<file path="src/rtl/oli_pkg.sv">
// ----------------------------------------------------------------------------
// Ordered list package
// Beat types, request kinds and status codes of the list; the checker uses
// the response beat and the status codes.
// ----------------------------------------------------------------------------
package oli_pkg;

    localparam int VALUE_W  = 32;
    localparam int POS_W    = 6;
    localparam int KIND_W   = 3;
    localparam int STATUS_W = 2;

    localparam logic [KIND_W-1:0] KIND_PUSH_FRONT = 3'd0;
    localparam logic [KIND_W-1:0] KIND_PUSH_BACK  = 3'd1;
    localparam logic [KIND_W-1:0] KIND_INSERT     = 3'd2;
    localparam logic [KIND_W-1:0] KIND_POP_FRONT  = 3'd3;
    localparam logic [KIND_W-1:0] KIND_POP_BACK   = 3'd4;
    localparam logic [KIND_W-1:0] KIND_ERASE      = 3'd5;
    localparam logic [KIND_W-1:0] KIND_TRAVERSE   = 3'd6;

    localparam logic [STATUS_W-1:0] STATUS_DONE    = 2'd0;
    localparam logic [STATUS_W-1:0] STATUS_IGNORED = 2'd1;
    localparam logic [STATUS_W-1:0] STATUS_FULL    = 2'd2;

    typedef struct packed {
        logic [KIND_W-1:0]         kind;
        logic signed [VALUE_W-1:0] value;
        logic [POS_W-1:0]          position;
    } req_beat_t;

    typedef struct packed {
        logic signed [VALUE_W-1:0] item_value;
        logic [POS_W-1:0]          item_index;
        logic [POS_W-1:0]          entry_count;
        logic [STATUS_W-1:0]       status;
        logic                      last;
    } rsp_beat_t;

endpackage

</file>
<file path="src/rtl/ordered_list_insert_delete.sv">
// ----------------------------------------------------------------------------
// Ordered list with insert and delete
// Keeps up to CAPACITY signed values in one synchronous memory.
// ----------------------------------------------------------------------------
// A request beat on req carries a kind, a value and a one-based position.
// Push, insert, pop and erase return one response beat with the new entry
// count and a status; traverse returns one beat per stored entry, in order,
// with last set on the final one (an empty list gives one ignored beat).
// Entries move one slot per cycle through the single memory, which has
// one read and one write port; an insert or delete passes through the
// shift state and then the response state, while a request that is
// ignored or refused as full goes straight to the response state.
// A traverse reads its entries in order, yields its first beat and
// then one beat per cycle while rsp is not stalled.
// One request is worked on at a time: req_stall is high from the cycle after
// a request is taken until its last response beat is in the output register.
// The output register holds a stalled beat, and the next request is taken
// while it waits. Reset empties the list and drops any pending beat.
// ----------------------------------------------------------------------------
module ordered_list_insert_delete #(
    parameter int CAPACITY = 32
) (
    input  logic               clk,
    input  logic               rst_n,
    input  logic               req_valid,
    output logic               req_stall,
    input  oli_pkg::req_beat_t req,
    output logic               rsp_valid,
    input  logic               rsp_stall,
    output oli_pkg::rsp_beat_t rsp
);

    localparam int AW   = $clog2(CAPACITY);
    localparam int CW   = $clog2(CAPACITY + 1);
    localparam int CMPW = (CW > oli_pkg::POS_W) ? CW : oli_pkg::POS_W;

    typedef enum logic [1:0] {
        ST_IDLE,
        ST_SHIFT,
        ST_TRAV,
        ST_RESP
    } state_t;

    logic signed [oli_pkg::VALUE_W-1:0] entry_mem [CAPACITY];
    logic signed [oli_pkg::VALUE_W-1:0] rd_data_reg;

    state_t                         state_reg, state_next;
    logic [CW-1:0]                  count_reg, count_next;
    logic                           insert_reg, insert_next;
    logic signed [oli_pkg::VALUE_W-1:0] value_reg, value_next;
    logic [AW-1:0]                  slot_reg, slot_next;
    logic [AW-1:0]                  rd_idx_reg, rd_idx_next;
    logic [AW-1:0]                  wr_idx_reg, wr_idx_next;
    logic [CW-1:0]                  moves_reg, moves_next;
    logic                           pend_reg, pend_next;
    logic [oli_pkg::STATUS_W-1:0]   status_reg, status_next;
    logic [CW-1:0]                  emit_reg, emit_next;
    logic [CW-1:0]                  trav_idx_reg, trav_idx_next;
    logic                           rsp_valid_reg, rsp_valid_next;
    oli_pkg::rsp_beat_t             rsp_reg, rsp_next;

    logic                           mem_we;
    logic [AW-1:0]                  mem_waddr;
    logic signed [oli_pkg::VALUE_W-1:0] mem_wdata;
    logic                           mem_re;
    logic [AW-1:0]                  mem_raddr;

    always_ff @(posedge clk)
    begin
        if (mem_we)
        begin
            entry_mem[mem_waddr] <= mem_wdata;
        end
        if (mem_re)
        begin
            rd_data_reg <= entry_mem[mem_raddr];
        end
    end

    always_comb
    begin
        logic          out_free;
        logic          full;
        logic          empty;
        logic          pos_ok;
        logic          do_ins;
        logic          do_rem;
        logic [CW-1:0] slot;
        logic          take;
        logic          is_last;

        state_next     = state_reg;
        count_next     = count_reg;
        insert_next    = insert_reg;
        value_next     = value_reg;
        slot_next      = slot_reg;
        rd_idx_next    = rd_idx_reg;
        wr_idx_next    = wr_idx_reg;
        moves_next     = moves_reg;
        pend_next      = pend_reg;
        status_next    = status_reg;
        emit_next      = emit_reg;
        trav_idx_next  = trav_idx_reg;
        rsp_valid_next = rsp_valid_reg;
        rsp_next       = rsp_reg;

        mem_we    = 1'b0;
        mem_waddr = wr_idx_reg;
        mem_wdata = rd_data_reg;
        mem_re    = 1'b0;
        mem_raddr = rd_idx_reg;

        out_free = !rsp_valid_reg || !rsp_stall;
        full     = (count_reg == CW'(CAPACITY));
        empty    = (count_reg == '0);
        pos_ok   = (req.position != '0) && (CMPW'(req.position) <= CMPW'(count_reg));
        do_ins   = 1'b0;
        do_rem   = 1'b0;
        slot     = '0;
        take     = pend_reg && out_free;
        is_last  = (CW'(emit_reg + CW'(1)) == count_reg);

        if (rsp_valid_reg && !rsp_stall)
        begin
            rsp_valid_next = 1'b0;
        end

        case (state_reg)
            ST_IDLE:
            begin
                if (req_valid)
                begin
                    value_next  = req.value;
                    status_next = oli_pkg::STATUS_DONE;
                    state_next  = ST_RESP;
                    case (req.kind)
                        oli_pkg::KIND_PUSH_FRONT:
                        begin
                            if (full) status_next = oli_pkg::STATUS_FULL;
                            else do_ins = 1'b1;
                        end
                        oli_pkg::KIND_PUSH_BACK:
                        begin
                            if (full) status_next = oli_pkg::STATUS_FULL;
                            else
                            begin
                                do_ins = 1'b1;
                                slot   = count_reg;
                            end
                        end
                        oli_pkg::KIND_INSERT:
                        begin
                            if (full) status_next = oli_pkg::STATUS_FULL;
                            else if (!pos_ok) status_next = oli_pkg::STATUS_IGNORED;
                            else
                            begin
                                do_ins = 1'b1;
                                slot   = (req.position == oli_pkg::POS_W'(1)) ? '0
                                         : CW'(req.position);
                            end
                        end
                        oli_pkg::KIND_POP_FRONT:
                        begin
                            if (empty) status_next = oli_pkg::STATUS_IGNORED;
                            else do_rem = 1'b1;
                        end
                        oli_pkg::KIND_POP_BACK:
                        begin
                            if (empty) status_next = oli_pkg::STATUS_IGNORED;
                            else
                            begin
                                do_rem = 1'b1;
                                slot   = CW'(count_reg - CW'(1));
                            end
                        end
                        oli_pkg::KIND_ERASE:
                        begin
                            if (!pos_ok) status_next = oli_pkg::STATUS_IGNORED;
                            else
                            begin
                                do_rem = 1'b1;
                                slot   = CW'(CW'(req.position) - CW'(1));
                            end
                        end
                        oli_pkg::KIND_TRAVERSE:
                        begin
                            if (empty) status_next = oli_pkg::STATUS_IGNORED;
                            else
                            begin
                                state_next    = ST_TRAV;
                                trav_idx_next = '0;
                                emit_next     = '0;
                                pend_next     = 1'b0;
                            end
                        end
                        default:
                        begin
                            status_next = oli_pkg::STATUS_IGNORED;
                        end
                    endcase

                    if (do_ins)
                    begin
                        state_next  = ST_SHIFT;
                        insert_next = 1'b1;
                        slot_next   = AW'(slot);
                        moves_next  = CW'(count_reg - slot);
                        rd_idx_next = AW'(count_reg - CW'(1));
                        pend_next   = 1'b0;
                    end
                    else if (do_rem)
                    begin
                        state_next  = ST_SHIFT;
                        insert_next = 1'b0;
                        slot_next   = AW'(slot);
                        moves_next  = CW'(count_reg - CW'(1) - slot);
                        rd_idx_next = AW'(slot + CW'(1));
                        pend_next   = 1'b0;
                    end
                end
            end

            ST_SHIFT:
            begin
                if (pend_reg)
                begin
                    mem_we    = 1'b1;
                    mem_waddr = wr_idx_reg;
                    mem_wdata = rd_data_reg;
                end
                if (moves_reg != '0)
                begin
                    mem_re     = 1'b1;
                    mem_raddr  = rd_idx_reg;
                    pend_next  = 1'b1;
                    moves_next = CW'(moves_reg - CW'(1));
                    if (insert_reg)
                    begin
                        wr_idx_next = AW'(rd_idx_reg + AW'(1));
                        rd_idx_next = AW'(rd_idx_reg - AW'(1));
                    end
                    else
                    begin
                        wr_idx_next = AW'(rd_idx_reg - AW'(1));
                        rd_idx_next = AW'(rd_idx_reg + AW'(1));
                    end
                end
                else
                begin
                    pend_next = 1'b0;
                    if (!pend_reg)
                    begin
                        if (insert_reg)
                        begin
                            mem_we     = 1'b1;
                            mem_waddr  = slot_reg;
                            mem_wdata  = value_reg;
                            count_next = CW'(count_reg + CW'(1));
                        end
                        else
                        begin
                            count_next = CW'(count_reg - CW'(1));
                        end
                        state_next = ST_RESP;
                    end
                end
            end

            ST_TRAV:
            begin
                if (take)
                begin
                    rsp_valid_next       = 1'b1;
                    rsp_next.item_value  = rd_data_reg;
                    rsp_next.item_index  = oli_pkg::POS_W'(emit_reg + CW'(1));
                    rsp_next.entry_count = oli_pkg::POS_W'(count_reg);
                    rsp_next.status      = oli_pkg::STATUS_DONE;
                    rsp_next.last        = is_last;
                    emit_next            = CW'(emit_reg + CW'(1));
                    pend_next            = 1'b0;
                    if (is_last)
                    begin
                        state_next = ST_IDLE;
                    end
                end
                if ((!pend_reg || take) && (trav_idx_reg != count_reg))
                begin
                    mem_re        = 1'b1;
                    mem_raddr     = AW'(trav_idx_reg);
                    pend_next     = 1'b1;
                    trav_idx_next = CW'(trav_idx_reg + CW'(1));
                end
            end

            ST_RESP:
            begin
                if (out_free)
                begin
                    rsp_valid_next       = 1'b1;
                    rsp_next.item_value  = '0;
                    rsp_next.item_index  = '0;
                    rsp_next.entry_count = oli_pkg::POS_W'(count_reg);
                    rsp_next.status      = status_reg;
                    rsp_next.last        = 1'b1;
                    state_next           = ST_IDLE;
                end
            end

            default:
            begin
                state_next = ST_IDLE;
            end
        endcase
    end

    always_ff @(posedge clk or negedge rst_n)
    begin
        if (!rst_n)
        begin
            state_reg     <= ST_IDLE;
            count_reg     <= '0;
            pend_reg      <= 1'b0;
            moves_reg     <= '0;
            rsp_valid_reg <= 1'b0;
        end
        else
        begin
            state_reg     <= state_next;
            count_reg     <= count_next;
            pend_reg      <= pend_next;
            moves_reg     <= moves_next;
            rsp_valid_reg <= rsp_valid_next;
        end
    end

    always_ff @(posedge clk)
    begin
        insert_reg   <= insert_next;
        value_reg    <= value_next;
        slot_reg     <= slot_next;
        rd_idx_reg   <= rd_idx_next;
        wr_idx_reg   <= wr_idx_next;
        status_reg   <= status_next;
        emit_reg     <= emit_next;
        trav_idx_reg <= trav_idx_next;
        rsp_reg      <= rsp_next;
    end

    assign req_stall = (state_reg != ST_IDLE);
    assign rsp_valid = rsp_valid_reg;
    assign rsp       = rsp_reg;

endmodule

</file>
<file path="config.mk">
export PLATFORM = sky130hd
export DESIGN_NAME = ordered_list_insert_delete
export DESIGN_NICKNAME = d
export VERILOG_FILES = /design/src/rtl/oli_pkg.sv /design/src/rtl/ordered_list_insert_delete.sv
export SDC_FILE = /design/constraint.sdc
export NUM_CORES = 2
export LEC_CHECK = 0
export BUFFER_PORTS_ARGS = -buffer_cell sky130_fd_sc_hd__buf_4
export CORE_UTILIZATION = 40
export CTS_CLUSTER_DIAMETER = 80
export CTS_CLUSTER_SIZE = 16
export DETAILED_ROUTE_END_ITERATION = 10
export PLACE_DENSITY_LB_ADDON = 0.15
export SKIP_LAST_GASP = 1
export SLEW_MARGIN = 0
export SYNTH_ARGS = -nofsm -noshare
export SYNTH_HDL_FRONTEND = slang
export SYNTH_SLANG_ARGS = --single-unit
</file>
<file path="constraint.sdc">
create_clock -name clk -period 5.5 [get_ports clk]
set_input_delay 1.1 -clock clk [delete_from_list [all_inputs] [get_ports clk]]
set_output_delay 1.1 -clock clk [all_outputs]
set_load 0.01 [all_outputs]
</file>
# --- Yosys cells after proc, flatten, opt, wreduce, memory -nomap -nowiden ---
# Memory sizes are Yosys's and may differ from the RTL's. A register that Yosys moved wholly into a read port is not among the register bits.
# Cells that the tools add are included.
word_totals:
  reg_bits: 125
  mem_bits_rw: 1024
  inputBits: 45
  output_inout_bits: 49
  word_cells: 186
  n_memories: 1
mem_list:
  columns: ["memory", "depth", "width", "read_ports", "rd_clocked_by_memory_dff", "wr", "line_no", "rtl"]
  rows:
  - ["entry_mem", 32, 32, 1, 1, 1, "ordered_list_insert_delete.sv:44", "logic signed [oli_pkg::VALUE_W-1:0] entry_mem [CAPACITY];"]
op_classes:
  addsub: 11
  magnitude_cmp: 1
  n_eq_ne: 27
  mux: 93
  n_bitwise: 2
  reduce_logical: 33
ops:
  columns: ["cell", "count"]
  rows:
  - ["32-bit 2-to-1 mux", 4]
  - ["6-bit 2-to-1 mux", 18]
  - ["47-bit 2-to-1 mux", 2]
  - ["47-bit case mux with 2 select lines", 1]
  - ["5-bit 2-to-1 mux", 14]
  - ["6-bit case mux with 2 select lines", 3]
  - ["1-bit 2-to-1 mux", 32]
  - ["6-bit case mux with 4 select lines", 1]
  - ["2-bit 2-to-1 mux", 10]
  - ["6-bit by 1-bit adder with 6-bit output, second input constant", 3]
  - ["2-bit inequality test, second input constant", 9]
  - ["6-bit by 1-bit subtractor with 6-bit output, second input constant", 3]
  - ["2-bit case mux with 4 select lines", 2]
  - ["5-bit AND reduction", 3]
  - ["6-bit nonzero test", 2]
  - ["6-bit subtractor", 2]
  - ["5-bit by 1-bit adder with 5-bit output, second input constant", 2]
  - ["5-bit case mux with 2 select lines", 1]
  - ["2-bit nonzero test", 5]
  - ["3-bit equality test, second input constant", 3]
  - ["3-bit AND reduction", 3]
  - ["1-bit case mux with 2 select lines", 4]
  - ["3-bit by 2-bit equality test with 1-bit output, second input constant", 2]
  - ["6-bit by 1-bit equality test with 1-bit output, second input constant", 1]
  - ["other kinds (26)", 37]

# --- Longest topological paths before layout ---
depth:
  word_depth: 12
  depth_mapped: 20
  ltp_nobuf: 18

# --- Worst setup path before layout ---
# Ideal clock, no wire load.
synth_timing:
  path_type: "input-to-reg"
  startpoint: "in rsp_stall"
  endpoint: "reg pend_reg"
  setup_ns: 0.082
  arrival_time_ns: 4.517
  required_time_ns: 5.418
  path_slack_ns: 0.901
  stages: 6
  n_path_buf: 1
  cell_sequence: "nand3_1 and2_1 o21ai_4 buf_4 a21boi_0 mux2_2"
synth_between:
  elab_chain_cells: 7
  elab_cells_between_ends: 9
  classes_between: "eq/ne: 1; mux: 2; reduce/logical: 6"
synth_rtl:
  columns: ["item", "line_no", "rtl"]
  rows:
  - ["start: declaration", "ordered_list_insert_delete.sv:29", "input logic rsp_stall,"]
  - ["1-bit logical NOT (*)", "ordered_list_insert_delete.sv:113", "out_free = !rsp_valid_reg || !rsp_stall;"]
  - ["1-bit logical OR (*)", "ordered_list_insert_delete.sv:113", null]
  - ["1-bit logical AND (*)", "ordered_list_insert_delete.sv:120", "take = pend_reg && out_free;"]
  - ["1-bit logical OR", "ordered_list_insert_delete.sv:286", "if ((!pend_reg || take) && (trav_idx_reg != count_reg))"]
  - ["1-bit logical AND", "ordered_list_insert_delete.sv:286", null]
  - ["3-bit inequality test (no line) or 1-bit 2-to-1 mux (tied branches)", null, null]
  - ["5-bit AND reduction (no line) or 1-bit case mux with 3 select lines (tied branches)", null, null]
  - ["end signal: assignment", "ordered_list_insert_delete.sv:330", "pend_reg <= pend_next;"]
  - ["end: declaration", "ordered_list_insert_delete.sv:55", "logic pend_reg, pend_next;"]
# Every way passes the cells marked *; elsewhere a longest branch is shown, timed or not.
# A chain may end at the register's enable or synchronous reset.

# --- Final worst setup path ---
layout_timing:
  startpoint: "reg count_reg[1]"
  endpoint: "reg moves_reg[5]"
layout_between:
  elab_chain_cells: 12
  elab_cells_between_ends: 31
  classes_between: "add/sub: 3; order compare: 1; eq/ne: 2; mux: 22; reduce/logical: 3"
layout_rtl:
  columns: ["item", "line_no", "rtl"]
  rows:
  - ["start: declaration", "ordered_list_insert_delete.sv:48", "logic [CW-1:0] count_reg, count_next;"]
  - ["start signal: assignment", "ordered_list_insert_delete.sv:329", "count_reg <= count_next;"]
  - ["6-bit less-or-equal comparator", "ordered_list_insert_delete.sv:116", "pos_ok = (req.position != '0) && (CMPW'(req.position) <= CMPW'(count_reg));"]
  - ["1-bit logical AND", "ordered_list_insert_delete.sv:116", null]
  - ["6-bit 2-to-1 mux", "ordered_list_insert_delete.sv:154", "else if (!pos_ok) status_next = oli_pkg::STATUS_IGNORED;"]
  - ["6-bit 2-to-1 mux", "ordered_list_insert_delete.sv:153", "if (full) status_next = oli_pkg::STATUS_FULL;"]
  - ["6-bit case mux with 4 select lines", "ordered_list_insert_delete.sv:136", "case (req.kind)"]
  - ["6-bit 2-to-1 mux", "ordered_list_insert_delete.sv:131", "if (req_valid)"]
  - ["6-bit 2-to-1 mux", "ordered_list_insert_delete.sv:128", "case (state_reg)"]
  - ["6-bit subtractor", "ordered_list_insert_delete.sv:216", "moves_next = CW'(count_reg - CW'(1) - slot);"]
  - ["6-bit 2-to-1 mux", "ordered_list_insert_delete.sv:211", "else if (do_rem)"]
  - ["6-bit 2-to-1 mux", "ordered_list_insert_delete.sv:202", "if (do_ins)"]
  - ["6-bit 2-to-1 mux", "ordered_list_insert_delete.sv:131", null]
  - ["6-bit case mux with 2 select lines", "ordered_list_insert_delete.sv:128", null]
  - ["end signal: assignment", "ordered_list_insert_delete.sv:331", "moves_reg <= moves_next;"]
  - ["end: declaration", "ordered_list_insert_delete.sv:54", "logic [CW-1:0] moves_reg, moves_next;"]
# Parallel ways exist; a longest one is shown, timed or not. The select of a mux whose other input is x is not followed.

==> summary.md <==
| Metric | Value |
|---|---|
| Status | finished clean |
| Mapped Nets | about 3500 |
| Most frequent cells in the layout | 1165 x edfxtp_1, 648 x nand2_1, 531 x a21oi_1, 255 x a22oi_1, 168 x buf_4 |
| Final instance area | 53070 µm² |
| Initial Utilization | 0.4031 |
| Net switching power | 12.87 mW |
| Cell-internal power | 19.46 mW |
| DR pass1 iterations | 6 |
| Worst path depth | 19 |
| Syn avg cell area | 13.78 µm² |
| Area growth syn-to-layout | 11.66% |
| FMAX | 0.2101 GHz |
| Setup Skew | 29.63 ps |
| Worst r2r path cells | 19 |
| Yosys Warn Count | 0 |
| Crit path max-delay family | simple AND/OR/NAND/NOR gates |
| Drt first-iter violations | 3089 |
| Vias in the first global route | 27935 |
| CP arrival | ~5300 ps |
| Max cap viols | 0 |
| Seq pwr share | 0.391 |
| H-tree levels | 3 |
| Layout cells sized above 1 | 0.1056 |
| Slew HR | 0.1328 |
| Most used DFF post-synth | edfxtp_1 |
| GRT Total Usage | 0.2296 |
| Slowest stage delay, CP | between 400 and 500 ps |
| Dpl hpwl | 77270 µm |
| CTS buffer count | 84 |
| Sequential area share after synthesis | 0.7445 |
| Layout net count | 3586 |
| RSZ-0062 raised after global routing | false |
| CTS tree | built |
| Drt wl/cell | 27.62 µm |
| Post-Syn Instances | around 3500 |
| Post-cts hold buffer count | 0 |
| Pwr/cell area | around 600 nW/µm² |
| GRT overflow | 0 |
| Post-CTS setup buffers | 0 |
| Clock transition at path regs | roughly 70 ps |
| Async SR Flop Fraction | 0.01355 |
| Max reg flops | slightly above 1000 |
| Antenna violations before repair | 2 |
| Largest net degree at the start of global routing | 103 |
| Mapped cell area | 47530 µm² |
| CP bufs+invs | 3 |
| Core area | 117900 µm² |
| Root buffer cell | clkbuf_16 |
| Chip height | 346.7 µm |
| Yosys reg bits | 1181 |
| Gate power share | 0.427 |
| CP Capture Type | flip-flop |
| Final hold violation count | 0 |
| Detailed-route wire length | 139900 µm |
| Vias per cell | 5.852 |
| Synth unique cells | around 70 |
| Post-route ant nets | 0 |
| Commonest non-fill, non-tap cell in the layout | edfxtp_1 |
| Fill cells | 10569 |
| TNS Setup | 0 ps |
| Final worst-path cycle share | 0.8652 |
| Startpoint Class | flip-flop |
| Placed Area | approximately 51000 µm² |
| Leak | roughly 18 nW |
| Tmin final | 4759 ps |
| CP required | 6070 ps |
| Die ar. | 120200 µm² |
| Worst-Skew Late Latency | around 700 ps |
| Sw Share | 0.3981 |
| Slew at the pin closest to its max-slew limit | 1274 ps |
| Clock buffer depth | 3 |
| Via count | 29650 |
| Setup violators final | 0 |
| Core Rows | 126 |
| Worst path slowest cell | nor4b_4 |
| Final Slew Violations | 0 |
| Clock power share | 0.183 |
| Max VDD drop | 484.8 µV |
| Number of gates resized after CTS | 0 |
| N_diodes | 0 |
| Num Clock Sinks | 1181 |
| EDFF count, synth | ~1200 |
| First-pass GRT wire length | 201300 µm |
| DRC viols | 0 |
| CP Max Fanout | 9 |
| I/O pin count | 94 |
| CP Cell Sequence | buf_4 -> inv_1 -> ha_1 -> nor4b_4 -> nand2_1 -> nand2b_1 -> nor3_1 -> a21oi_2 -> inv_2 -> a21boi_0 -> ha_1 -> nor2b_1 -> o21ai_0 -> a21boi_0 -> or4_1 -> nand3_1 -> xnor2_1 -> xnor2_1 -> o211ai_1 |
| Hold Path Class | in2async |
| Die Width | around 350 µm |
| CP Class | reg2reg |
| Routability cong. | 0.8206 |
| Buffers on Ports | 93 |
==> Yosys cell counts (3+ instances only) <==
cell         n  area [µm²]
a211oi_1     4       30.03
a21boi_0     8       60.06
a21o_1       7       52.55
a21oi_1    532        2663
a22oi_1    255        1914
a41oi_1      3       26.28
and2_1      10       62.56
and3_1       3       18.77
buf_1        5       18.77
buf_2      153       765.7
buf_4       17       127.6
clkbuf_1    55       206.5
dfrtp_1     16       400.4
edfxtp_1  1165       34980
ha_1        26       325.3
inv_1       30       112.6
mux2_2       4       45.04
mux2i_1     17       170.2
nand2_1    655        2459
nand2b_1    12       75.07
nand3_1     20       100.1
nand3b_1     9       67.56
nand4_1      8       50.05
nor2_1      69       259.0
nor2b_1     47       294.0
nor3_1      15       75.07
nor4_1      35       219.0
o211ai_1     3       22.52
o21ai_0     25       125.1
o22ai_1    133       832.1
o31ai_1      8       60.06
or3_1        3       18.77
xnor2_1     38       332.8
xor2_1       8       70.07
==> area by class of cell <==
class                           count  area, µm²  share of cell area
Sequential cell                  1181      35380              0.6667
Multi-Input combinational cell   2001      11180              0.2108
Clock buffer                       97       2215             0.04173
Timing Repair Buffer              212       2142             0.04036
Tap cell                         1536       1922             0.03621
Clock inverter                      6      95.09            0.001792
Inverter                           34      127.6            0.002405
==> path summary, 6_finish.rpt <==
check | slack, ps | from | to
min reg2reg | 510 | moves_reg[0]$_DFFE_PN0P_ | moves_reg[0]$_DFFE_PN0P_
min in group clk | 510 | moves_reg[0]$_DFFE_PN0P_ | moves_reg[0]$_DFFE_PN0P_
max in group asynchronous | 5020 | rst_n | count_reg[3]$_DFFE_PN0P_
min | 270 | rst_n | moves_reg[5]$_DFFE_PN0P_
max reg2reg | 740 | count_reg[1]$_DFFE_PN0P_ | moves_reg[5]$_DFFE_PN0P_
max | 740 | count_reg[1]$_DFFE_PN0P_ | moves_reg[5]$_DFFE_PN0P_
==> per-stage QoR <==
| step | hold slack [ps] | setup slack [ps] | util | total power [mW] | std cells |
|---|---|---|---|---|---|
| after global placement | 481.7 | 642.6 | 0.4304 | 26.55 | 4964 |
| after floorplan | 419.6 | 901.3 | - | 21.59 | 3450 |
| after CTS | 240.1 | 815.1 | 0.4500 | 32.47 | 5067 |
| after global routing | 262.7 | 417.6 | 0.4500 | 34.07 | 5067 |
| final | 268.4 | 741.3 | 0.4500 | 32.32 | 5067 |
| after detailed placement | 499.3 | 576.5 | 0.4304 | 26.61 | 4964 |
==> cell families after synthesis <==
kind of cell	synth area share
compound gates	0.1276
xor+xnor	0.008477
fa+ha+maj	0.007266
buf+inv	0.02690
flops	0.7445
mux	0.004844
simple gates	0.08042
==> power groups by stage <==
stage | Combinational (mW) | Sequential [mW] | Clock (mW)
finish | 13.8 | 12.6 | 5.90
global route | 15.1 | 12.7 | 6.29
global placement | 13.7 | 12.8 | 0
detailed placement | 13.8 | 12.8 | 0
floorplan | 9.05 | 12.5 | 0
CTS | 13.8 | 12.6 | 6.02
==> routing by layer <==
| layer | wire (µm) | GRT usage |
|---|---|---|
| met2 | 65280 | 0.3629 |
| met5 | 0 | 0 |
| met3 | 8984 | 0.03370 |
| met1 | 63250 | 0.3372 |
| met4 | 2421 | 0.04596 |
No activity file was read; power rests on OpenSTA's default activity.
